$ cat config.mk
export PLATFORM = sky130hd
export DESIGN_NAME = oversampled_multichannel_uart
export DESIGN_NICKNAME = d
export VERILOG_FILES = /design/src/design/omuart_pkg.sv /design/src/design/oversampled_multichannel_uart.sv
export SDC_FILE = /design/constraint.sdc
export NUM_CORES = 2
export LEC_CHECK = 0
export BUFFER_PORTS_ARGS = -buffer_cell sky130_fd_sc_hd__clkbuf_2
export CAP_MARGIN = 20
export CELL_PAD_IN_SITES_DETAIL_PLACEMENT = 1
export CELL_PAD_IN_SITES_GLOBAL_PLACEMENT = 1
export CORE_MARGIN = 4
export CORE_UTILIZATION = 50
export CTS_CLUSTER_SIZE = 10
export DETAILED_ROUTE_END_ITERATION = 8
export GPL_ROUTABILITY_DRIVEN = 0
export GPL_TIMING_DRIVEN = 0
export PLACE_DENSITY = 0.76
export SYNTH_ARGS = -nofsm -noshare
export SYNTH_HDL_FRONTEND = slang
export SYNTH_MEMORY_MAX_BITS = 65536
export SYNTH_SLANG_ARGS = --single-unit
$ cat constraint.sdc
create_clock -name clk -period 8.6 [get_ports clk]
set_input_delay 0.43 -clock clk [delete_from_list [all_inputs] [get_ports clk]]
set_output_delay 0.43 -clock clk [all_outputs]
set_load 0.02 [all_outputs]
$ cat src/design/omuart_pkg.sv
// Shared constants and codes for the oversampled multichannel UART.
`timescale 1ns / 1ps
package omuart_pkg;
  localparam int CHANNELS    = 4;
  localparam int DATA_BITS   = 8;
  localparam int RX_DEPTH    = 64;
  localparam int TX_DEPTH    = 64;
  localparam int OVERSAMPLE  = 5;
  localparam int MID_OFFSET  = 2;
  localparam int RX_AW       = $clog2(RX_DEPTH);
  localparam int TX_AW       = $clog2(TX_DEPTH);
  localparam int RX_CW       = $clog2(RX_DEPTH + 1);
  localparam int TX_LW       = 7;
  localparam int PH_W        = 3;
  localparam int BC_W        = 4;

  typedef enum logic [1:0] {
    ACT_TICK = 2'd0,
    ACT_LOAD = 2'd1,
    ACT_POP  = 2'd2,
    ACT_NONE = 2'd3
  } action_t;

  typedef enum logic [1:0] {
    ST_OK    = 2'd0,
    ST_BUSY  = 2'd1,
    ST_EMPTY = 2'd2,
    ST_FULL  = 2'd3
  } status_t;
endpackage

$ cat src/design/oversampled_multichannel_uart.sv
// Multichannel 8N1 UART with oversampled receive, transmit buffers and receive FIFOs.
`timescale 1ns / 1ps
// Each request is one tick, load, pop or no-op; a request can be taken every clock cycle
// unless the response path is stalled. Its response passes through a request stage (where the
// per-channel FIFO and transmit buffer RAMs are read) and then an output register. A stalled
// response never blocks the next request while a slot is free. Each channel owns a 64-byte
// receive FIFO and a 64-byte transmit buffer RAM with registered reads; the transmit byte in
// flight is read continuously at the current send index. No clearing pass is needed after reset.
module oversampled_multichannel_uart (
  input  logic       clk,
  input  logic       rst_n,
  input  logic       in_valid,
  output logic       in_ready,
  input  logic [1:0] in_action,
  input  logic [1:0] in_channel,
  input  logic [3:0] in_rx_pins,
  input  logic [7:0] in_tx_byte,
  input  logic       in_last_byte,
  output logic       out_valid,
  input  logic       out_ready,
  output logic [3:0] out_tx_pins,
  output logic [3:0] out_tx_busy,
  output logic [7:0] out_rx_byte,
  output logic       out_rx_valid,
  output logic [1:0] out_status,
  output logic [3:0] out_frame_error,
  output logic [3:0] out_rx_overflow,
  input  logic       cfg_we,
  input  logic [3:0] cfg_wdata
);
  import omuart_pkg::*;

  logic [3:0]      enable_r;
  logic [PH_W-1:0] phase_r, phase_nxt, mid_phase;

  logic [BC_W-1:0]  rx_cnt_r   [CHANNELS], rx_cnt_nxt   [CHANNELS];
  logic [7:0]       rx_shift_r [CHANNELS], rx_shift_nxt [CHANNELS];
  logic [PH_W-1:0]  rx_sph_r   [CHANNELS], rx_sph_nxt   [CHANNELS];
  logic             rx_arm_r   [CHANNELS], rx_arm_nxt   [CHANNELS];
  logic [BC_W-1:0]  tx_cnt_r   [CHANNELS], tx_cnt_nxt   [CHANNELS];
  logic [TX_LW-1:0] tx_idx_r   [CHANNELS], tx_idx_nxt   [CHANNELS];
  logic [TX_LW-1:0] tx_len_r   [CHANNELS], tx_len_nxt   [CHANNELS];
  logic             tx_act_r   [CHANNELS], tx_act_nxt   [CHANNELS];
  logic             tx_line_r  [CHANNELS], tx_line_nxt  [CHANNELS];
  logic [RX_AW-1:0] head_r     [CHANNELS], head_nxt     [CHANNELS];
  logic [RX_AW-1:0] tail_r     [CHANNELS], tail_nxt     [CHANNELS];
  logic [RX_CW-1:0] count_r    [CHANNELS], count_nxt    [CHANNELS];

  logic [7:0] tx_mem_r [CHANNELS][TX_DEPTH];
  logic [7:0] rx_mem_r [CHANNELS][RX_DEPTH];
  logic [7:0] tx_rd_r  [CHANNELS];
  logic [7:0] rx_rd_r  [CHANNELS];
  logic       tx_we    [CHANNELS];
  logic       rx_we    [CHANNELS];

  logic       in_acc, s1_adv;
  logic       s1_v_r, s1_pop_r;
  logic [1:0] s1_ch_r;
  logic [3:0] s1_pins_r, s1_busy_r, s1_ferr_r, s1_ovf_r;
  status_t    s1_status_r, status_nxt;
  logic       pop_nxt;
  logic [3:0] pins_nxt, busy_nxt, ferr_nxt, ovf_nxt;
  logic [TX_LW-1:0] idx_inc;
  logic [TX_LW-1:0] len_inc;
  action_t    act;

  assign act       = action_t'(in_action);
  assign s1_adv    = s1_v_r && (!out_valid || out_ready);
  assign in_ready  = !s1_v_r || s1_adv;
  assign in_acc    = in_valid && in_ready;
  assign mid_phase = (phase_r >= PH_W'(OVERSAMPLE - MID_OFFSET)) ?
                     phase_r - PH_W'(OVERSAMPLE - MID_OFFSET) : phase_r + PH_W'(MID_OFFSET);

  always_comb begin
    phase_nxt  = phase_r;
    status_nxt = ST_OK;
    pop_nxt    = 1'b0;
    ferr_nxt   = '0;
    ovf_nxt    = '0;
    idx_inc    = '0;
    len_inc    = '0;
    for (int c = 0; c < CHANNELS; c++) begin
      rx_cnt_nxt[c]   = rx_cnt_r[c];
      rx_shift_nxt[c] = rx_shift_r[c];
      rx_sph_nxt[c]   = rx_sph_r[c];
      rx_arm_nxt[c]   = rx_arm_r[c];
      tx_cnt_nxt[c]   = tx_cnt_r[c];
      tx_idx_nxt[c]   = tx_idx_r[c];
      tx_len_nxt[c]   = tx_len_r[c];
      tx_act_nxt[c]   = tx_act_r[c];
      tx_line_nxt[c]  = tx_line_r[c];
      head_nxt[c]     = head_r[c];
      tail_nxt[c]     = tail_r[c];
      count_nxt[c]    = count_r[c];
      tx_we[c]        = 1'b0;
      rx_we[c]        = 1'b0;
    end
    case (act)
      ACT_TICK: begin
        for (int c = 0; c < CHANNELS; c++) begin
          if (rx_cnt_r[c] == '0 && !rx_arm_r[c] && !in_rx_pins[c]) begin
            rx_sph_nxt[c] = mid_phase;
            rx_arm_nxt[c] = 1'b1;
          end
          if (rx_sph_nxt[c] == phase_r && enable_r[c]) begin
            if (rx_cnt_r[c] == '0) begin
              if (!in_rx_pins[c]) begin
                rx_shift_nxt[c] = '0;
                rx_cnt_nxt[c]   = BC_W'(1);
              end
            end else if (rx_cnt_r[c] <= BC_W'(DATA_BITS)) begin
              rx_shift_nxt[c] = rx_shift_r[c] |
                                (8'(in_rx_pins[c]) << 3'(rx_cnt_r[c] - BC_W'(1)));
              rx_cnt_nxt[c]   = rx_cnt_r[c] + BC_W'(1);
            end else begin
              rx_cnt_nxt[c] = '0;
              rx_arm_nxt[c] = 1'b0;
              if (!in_rx_pins[c]) begin
                ferr_nxt[c] = 1'b1;
              end else if (count_r[c] >= RX_CW'(RX_DEPTH)) begin
                ovf_nxt[c] = 1'b1;
              end else begin
                rx_we[c]     = 1'b1;
                tail_nxt[c]  = tail_r[c] + RX_AW'(1);
                count_nxt[c] = count_r[c] + RX_CW'(1);
              end
            end
          end
          if (phase_r == '0 && tx_act_r[c]) begin
            if (tx_cnt_r[c] == '0) begin
              tx_line_nxt[c] = 1'b0;
              tx_cnt_nxt[c]  = BC_W'(1);
            end else if (tx_cnt_r[c] <= BC_W'(DATA_BITS)) begin
              tx_line_nxt[c] = tx_rd_r[c][3'(tx_cnt_r[c] - BC_W'(1))];
              tx_cnt_nxt[c]  = tx_cnt_r[c] + BC_W'(1);
            end else if (tx_cnt_r[c] == BC_W'(DATA_BITS + 1)) begin
              tx_line_nxt[c] = 1'b1;
              tx_cnt_nxt[c]  = tx_cnt_r[c] + BC_W'(1);
            end else begin
              tx_cnt_nxt[c] = '0;
              idx_inc       = tx_idx_r[c] + TX_LW'(1);
              if (idx_inc >= tx_len_r[c]) begin
                tx_act_nxt[c] = 1'b0;
                tx_idx_nxt[c] = '0;
                tx_len_nxt[c] = '0;
              end else begin
                tx_idx_nxt[c] = idx_inc;
              end
            end
          end
        end
        phase_nxt = (phase_r >= PH_W'(OVERSAMPLE - 1)) ? '0 : phase_r + PH_W'(1);
      end
      ACT_LOAD: begin
        if ({1'b0, in_channel} >= 3'(CHANNELS) || tx_act_r[in_channel]) begin
          status_nxt = ST_BUSY;
        end else begin
          len_inc = tx_len_r[in_channel];
          if (tx_len_r[in_channel] < TX_LW'(TX_DEPTH)) begin
            tx_we[in_channel] = 1'b1;
            len_inc           = tx_len_r[in_channel] + TX_LW'(1);
          end else begin
            status_nxt = ST_FULL;
          end
          tx_len_nxt[in_channel] = len_inc;
          if (in_last_byte && len_inc != '0) begin
            tx_idx_nxt[in_channel] = '0;
            tx_cnt_nxt[in_channel] = '0;
            tx_act_nxt[in_channel] = 1'b1;
          end
        end
      end
      ACT_POP: begin
        if ({1'b0, in_channel} >= 3'(CHANNELS) || count_r[in_channel] == '0) begin
          status_nxt = ST_EMPTY;
        end else begin
          pop_nxt               = 1'b1;
          head_nxt[in_channel]  = head_r[in_channel] + RX_AW'(1);
          count_nxt[in_channel] = count_r[in_channel] - RX_CW'(1);
        end
      end
      default: begin
        status_nxt = ST_OK;
      end
    endcase
    for (int c = 0; c < CHANNELS; c++) begin
      pins_nxt[c] = tx_line_nxt[c];
      busy_nxt[c] = tx_act_nxt[c];
    end
  end

  always_ff @(posedge clk) begin
    if (!rst_n) begin
      enable_r <= 4'd1;
    end else if (cfg_we) begin
      enable_r <= cfg_wdata;
    end
  end

  always_ff @(posedge clk) begin
    if (!rst_n) begin
      phase_r <= '0;
      for (int c = 0; c < CHANNELS; c++) begin
        rx_cnt_r[c]   <= '0;
        rx_shift_r[c] <= '0;
        rx_sph_r[c]   <= '0;
        rx_arm_r[c]   <= 1'b0;
        tx_cnt_r[c]   <= '0;
        tx_idx_r[c]   <= '0;
        tx_len_r[c]   <= '0;
        tx_act_r[c]   <= 1'b0;
        tx_line_r[c]  <= 1'b1;
        head_r[c]     <= '0;
        tail_r[c]     <= '0;
        count_r[c]    <= '0;
      end
    end else if (in_acc) begin
      phase_r <= phase_nxt;
      for (int c = 0; c < CHANNELS; c++) begin
        rx_cnt_r[c]   <= rx_cnt_nxt[c];
        rx_shift_r[c] <= rx_shift_nxt[c];
        rx_sph_r[c]   <= rx_sph_nxt[c];
        rx_arm_r[c]   <= rx_arm_nxt[c];
        tx_cnt_r[c]   <= tx_cnt_nxt[c];
        tx_idx_r[c]   <= tx_idx_nxt[c];
        tx_len_r[c]   <= tx_len_nxt[c];
        tx_act_r[c]   <= tx_act_nxt[c];
        tx_line_r[c]  <= tx_line_nxt[c];
        head_r[c]     <= head_nxt[c];
        tail_r[c]     <= tail_nxt[c];
        count_r[c]    <= count_nxt[c];
      end
    end
  end

  // Per-channel RAMs; the transmit byte in flight is re-read every cycle.
  always_ff @(posedge clk) begin
    for (int c = 0; c < CHANNELS; c++) begin
      if (in_acc && tx_we[c]) begin
        tx_mem_r[c][tx_len_r[c][TX_AW-1:0]] <= in_tx_byte;
      end
      if (in_acc && rx_we[c]) begin
        rx_mem_r[c][tail_r[c]] <= rx_shift_r[c];
      end
      tx_rd_r[c] <= tx_mem_r[c][tx_idx_r[c][TX_AW-1:0]];
      if (in_acc) begin
        rx_rd_r[c] <= rx_mem_r[c][head_r[c]];
      end
    end
  end

  always_ff @(posedge clk) begin
    if (!rst_n) begin
      s1_v_r    <= 1'b0;
      out_valid <= 1'b0;
    end else begin
      if (in_acc) begin
        s1_v_r <= 1'b1;
      end else if (s1_adv) begin
        s1_v_r <= 1'b0;
      end
      if (s1_adv) begin
        out_valid <= 1'b1;
      end else if (out_ready) begin
        out_valid <= 1'b0;
      end
    end
  end

  always_ff @(posedge clk) begin
    if (in_acc) begin
      s1_pop_r    <= pop_nxt;
      s1_ch_r     <= in_channel;
      s1_pins_r   <= pins_nxt;
      s1_busy_r   <= busy_nxt;
      s1_ferr_r   <= ferr_nxt;
      s1_ovf_r    <= ovf_nxt;
      s1_status_r <= status_nxt;
    end
    if (s1_adv) begin
      out_tx_pins     <= s1_pins_r;
      out_tx_busy     <= s1_busy_r;
      out_rx_byte     <= s1_pop_r ? rx_rd_r[s1_ch_r] : 8'd0;
      out_rx_valid    <= s1_pop_r;
      out_status      <= s1_status_r;
      out_frame_error <= s1_ferr_r;
      out_rx_overflow <= s1_ovf_r;
    end
  end

  a_fifo_bound: assert property (@(posedge clk) disable iff (!rst_n)
    count_r[0] <= RX_CW'(RX_DEPTH))
    else $error("receive FIFO count beyond depth");
  a_busy_len: assert property (@(posedge clk) disable iff (!rst_n)
    tx_act_r[0] |-> tx_len_r[0] != '0)
    else $error("transmitter active with empty buffer");
  a_pop_ok: assert property (@(posedge clk) disable iff (!rst_n)
    out_valid && out_rx_valid |-> out_status == ST_OK)
    else $error("popped byte with error status");
  a_pulse_excl: assert property (@(posedge clk) disable iff (!rst_n)
    out_valid |-> (out_frame_error & out_rx_overflow) == 4'd0)
    else $error("frame error and overflow on same channel");
endmodule

==> metrics.md <==
| Metric | Value |
|---|---|
| Outcome | `completed` |
| Post-CTS resize count | `0` |
| # setup viols final | `0` |
| CP startpoint kind | `flop` |
| CP peak stage delay | `1.07 ns` |
| Chip height | `601.4 µm` |
| Total Wirelength | `477600 µm` |
| Synth unique cells | `82` |
| Cell accounting for the most synthesized area | `edfxtp_1` |
| Pwr dens | `237.1 nW/µm²` |
| Setup TNS | `0 ns` |
| Worst min path class | `input port to flop` |
| Reg-to-Reg End | `rx_mem_r[3][343]` |
| Crit Path Class | `flop to flop` |
| I/O Pins | `55` |
| Core Footprint | `350000 µm²` |
| Unrepaired setup endpoints after global routing | `no` |
| Share of the synthesized area in the top cell type | `74.93%` |
| Leakage power | `0.06201 µW` |
| Register bit total from synthesis | `4437` |
| R2r setup slk | `2.61 ns` |
| PnR worst setup slack | `2.610 ns` |
| Most used flip-flop cell after synthesis | `edfxtp_1` |
| Worst-path fanout max | `12` |
| CTS clk-pin slew, worst paths | `0.05 ns` |
| Pwr Total | `47530 µW` |
| Rows | `217` |
| Chip width | `601.4 µm` |
| Area contributors post-synth | `edfxtp_1 75%, mux4_2 16%, nor2_1 1.5%` |
| Sequential share of the synthesized area | `75.43%` |
| Worst Skew | `0.04742 ns` |
| Crit path capture | `rx_mem_r[3][343]` |
| Largest net degree at the start of global routing | `150` |
| # Max-Cap Violations | `0` |
| Final hold vios | `0` |
| Nets | `9373` |
| H-tree depth | `6` |
| GR Overflow Total | `0` |
| Via density | `6.549` |
| Detailed-route DRC error count | `0` |
| CTS tree | `yes` |
| Worst EP arrival | `6.59 ns` |
| Fin area | `200500 µm²` |
| Vias in the first global route | `97230` |
| Layout area overhead | `13.89%` |
| Initial antenna violation count | `18` |
| Relative slew slack | `15.29%` |
| CTS Buffer Depth | `4` |
| Clock Latency Late Sink | `1.01 ns` |
| Cells along the critical path | `clkbuf_1 -> inv_1 -> clkbuf_1 -> ha_1 -> a211oi_2 -> mux2i_1 -> a311oi_2 -> nand4_1 -> nor2_1` |
| First-pass GRT wire length | `696700 µm` |
| Worst Setup SP | `phase_r[2]` |
| 1st-pass router iterations | `8` |
| Most common cell after layout, fill and taps aside | `edfxtp_1` |
| Required @ worst endpoint | `9.20 ns` |
| Starting DRT DRC Count | `11990` |
| DR WL/cell | `34.03 µm` |
| Finished Layout Cells | `14030` |
| Fmax | `166.9 MHz` |
| CTS root buf | `clkbuf_16` |
| Pre-CTS setup slack | `2.449 ns` |
| Syn Inst Count | `8448` |
| Port bufs | `52` |
| Slew @ Worst Pin | `1.271 ns` |
| Worst path slowest cell | `nor2_1` |
| Total CTS buffers | `522` |
| DP HPWL | `317500 µm` |
| Synth async-reset ratio | `0%` |
| Mapped Nets | `8552` |
| Most frequent cells in the layout | `4393 x edfxtp_1, 1253 x mux4_2, 688 x nor2_1` |
| Die Footprint | `361600 µm²` |
| Period utilization | `69.65%` |
| Post-Syn Area | `176000 µm²` |
| Worst path most repeated cell | `clkbuf_1` |
| Max rail drop VDD | `0.2165 mV` |
| Layout cells sized above 1 | `23.31%` |
| R2R depth | `9` |
| Clock Sinks | `4437` |
| Initial Utilization | `50.30%` |
| Dpl cells | `13270` |
| Synthesized area per cell | `20.84 µm²` |
| Reg-to-Reg Start | `phase_r[2]` |
| Warnings from Yosys | `0` |
| Crit end category | `flop` |
| DR vias | `91910` |
| GRT Overall Usage | `26.21%` |
| Post-layout min period | `5.990 ns` |
| Area after DPL | `184900 µm²` |
| Post-synth EDFFs | `4393` |
| Slew Viols, Final | `0` |
| Post-DRT Antenna Nets | `0` |
-- per-stage QoR --
step	hold WS [ns]	util [%]
3_5_place_dp	0.4057	52.84
4_1_cts	0.004341	57.05
5_1_grt	0.01736	57.29
3_3_place_gp	0.4071	52.02
6_report	0.04784	57.29
2_1_floorplan	0.4003	-
-- worst max-delay path, delay by kind of cell, from the launching register on --
kind,cells,cell delay [ns]
buffers and inverters,3,0.99
AOI/OAI and AO/OA,2,1.52
and+or+nand+nor,2,2.01
muxes,1,0.28
adders and majority gates,1,0.37
DFF,1,0.41
-- per-layer routing --
layer	global-route usage, %	share of wire [%]	routed length [µm]	up-vias
met3	4.010	8.0	38270	1118
met2	43.26	50	238800	5255
met1	34.96	37	176500	48790
met5	0	0.0086	41	-
met4	11.60	5.0	23990	6
li1	-	-	-	36740
-- registers in the layout, indices dropped and copies added (netlist names), 8 cells and up --
name,flops
tail_r,24
tx_len_r,28
tx_rd_r,32
head_r,24
rx_cnt_r,16
rx_rd_r,32
tx_idx_r,28
rx_sph_r,12
tx_cnt_r,16
rx_mem_r,2048
count_r,28
out_rx_byte,8
tx_mem_r,2048
rx_shift_r,32
-- repair_timing --
item | in CTS | in global routing
hold buffers | 15 | 0
buffers inserted | 0 | 0
setup endpoints to repair | 0 | 0
endpoints found under the hold margin | 83 | 0
-- power breakdown --
part	switching, µW	internal, µW	total (µW)
registers	193	24000	24200
clock network	8400	11200	19600
logic	2290	1510	3800
-- kinds of logic (layout without fill, tap and decap cells) --
family	after synthesis	in the layout	share of synthesized area (%)
AO/OA/AOI/OAI	563	563	2.213
XOR/XNOR	89	89	0.4428
adder cells (fa/ha/maj)	80	80	0.5657
buffers and inverters	553	1535	1.214
flip-flops	4437	4437	75.43
multiplexers	1337	1337	16.51
other	0	5	0
AND/OR/NAND/NOR	1389	1389	3.619
-- cells in the mapped netlist (18+ instances only) --
master	number
buf_2	24
nor2b_1	45
ha_1	78
nor4_1	26
o21ai_0	56
edfxtp_1	4393
xnor2_1	59
nor3_1	122
o22ai_1	42
buf_1	144
a21oi_1	106
nand2b_1	31
mux4_2	1253
clkbuf_1	299
a22oi_1	152
dfxtp_1	44
a31oi_1	39
nand3b_1	32
nand2_1	207
mux2i_1	78
xor2_1	30
nand3_1	105
o221ai_1	34
and2_1	30
nor2_1	688
inv_1	76
nand4_1	18
a211oi_1	38
-- cell type report --
cell class	count	area [µm²]
Fill cell	29430	149500
Sequential cell	4437	132800
Multi-Input combinational cell	3458	41150
Clock buffer	618	13580
Tap cell	4599	5754
Timing Repair Buffer	297	4074
Buffer	472	1837
Clock inverter	67	998.5
Inverter	81	304.0
Antenna cell	5	12.51
-- worst min-delay path by stage --
stage | from | to | slack, ns | depth (start not counted)
after floorplan | s1_ferr_r[0] | out_frame_error[0] | 0.40 | 0
after global placement | s1_ovf_r[0] | out_rx_overflow[0] | 0.41 | 0
after detailed placement | s1_ovf_r[1] | out_rx_overflow[1] | 0.41 | 0
after CTS | cfg_we | enable_r[3] | 0.004 | 3
after global routing | cfg_we | enable_r[1] | 0.02 | 3
final | cfg_we | enable_r[1] | 0.05 | 3
(Power assumes the default switching activity.)
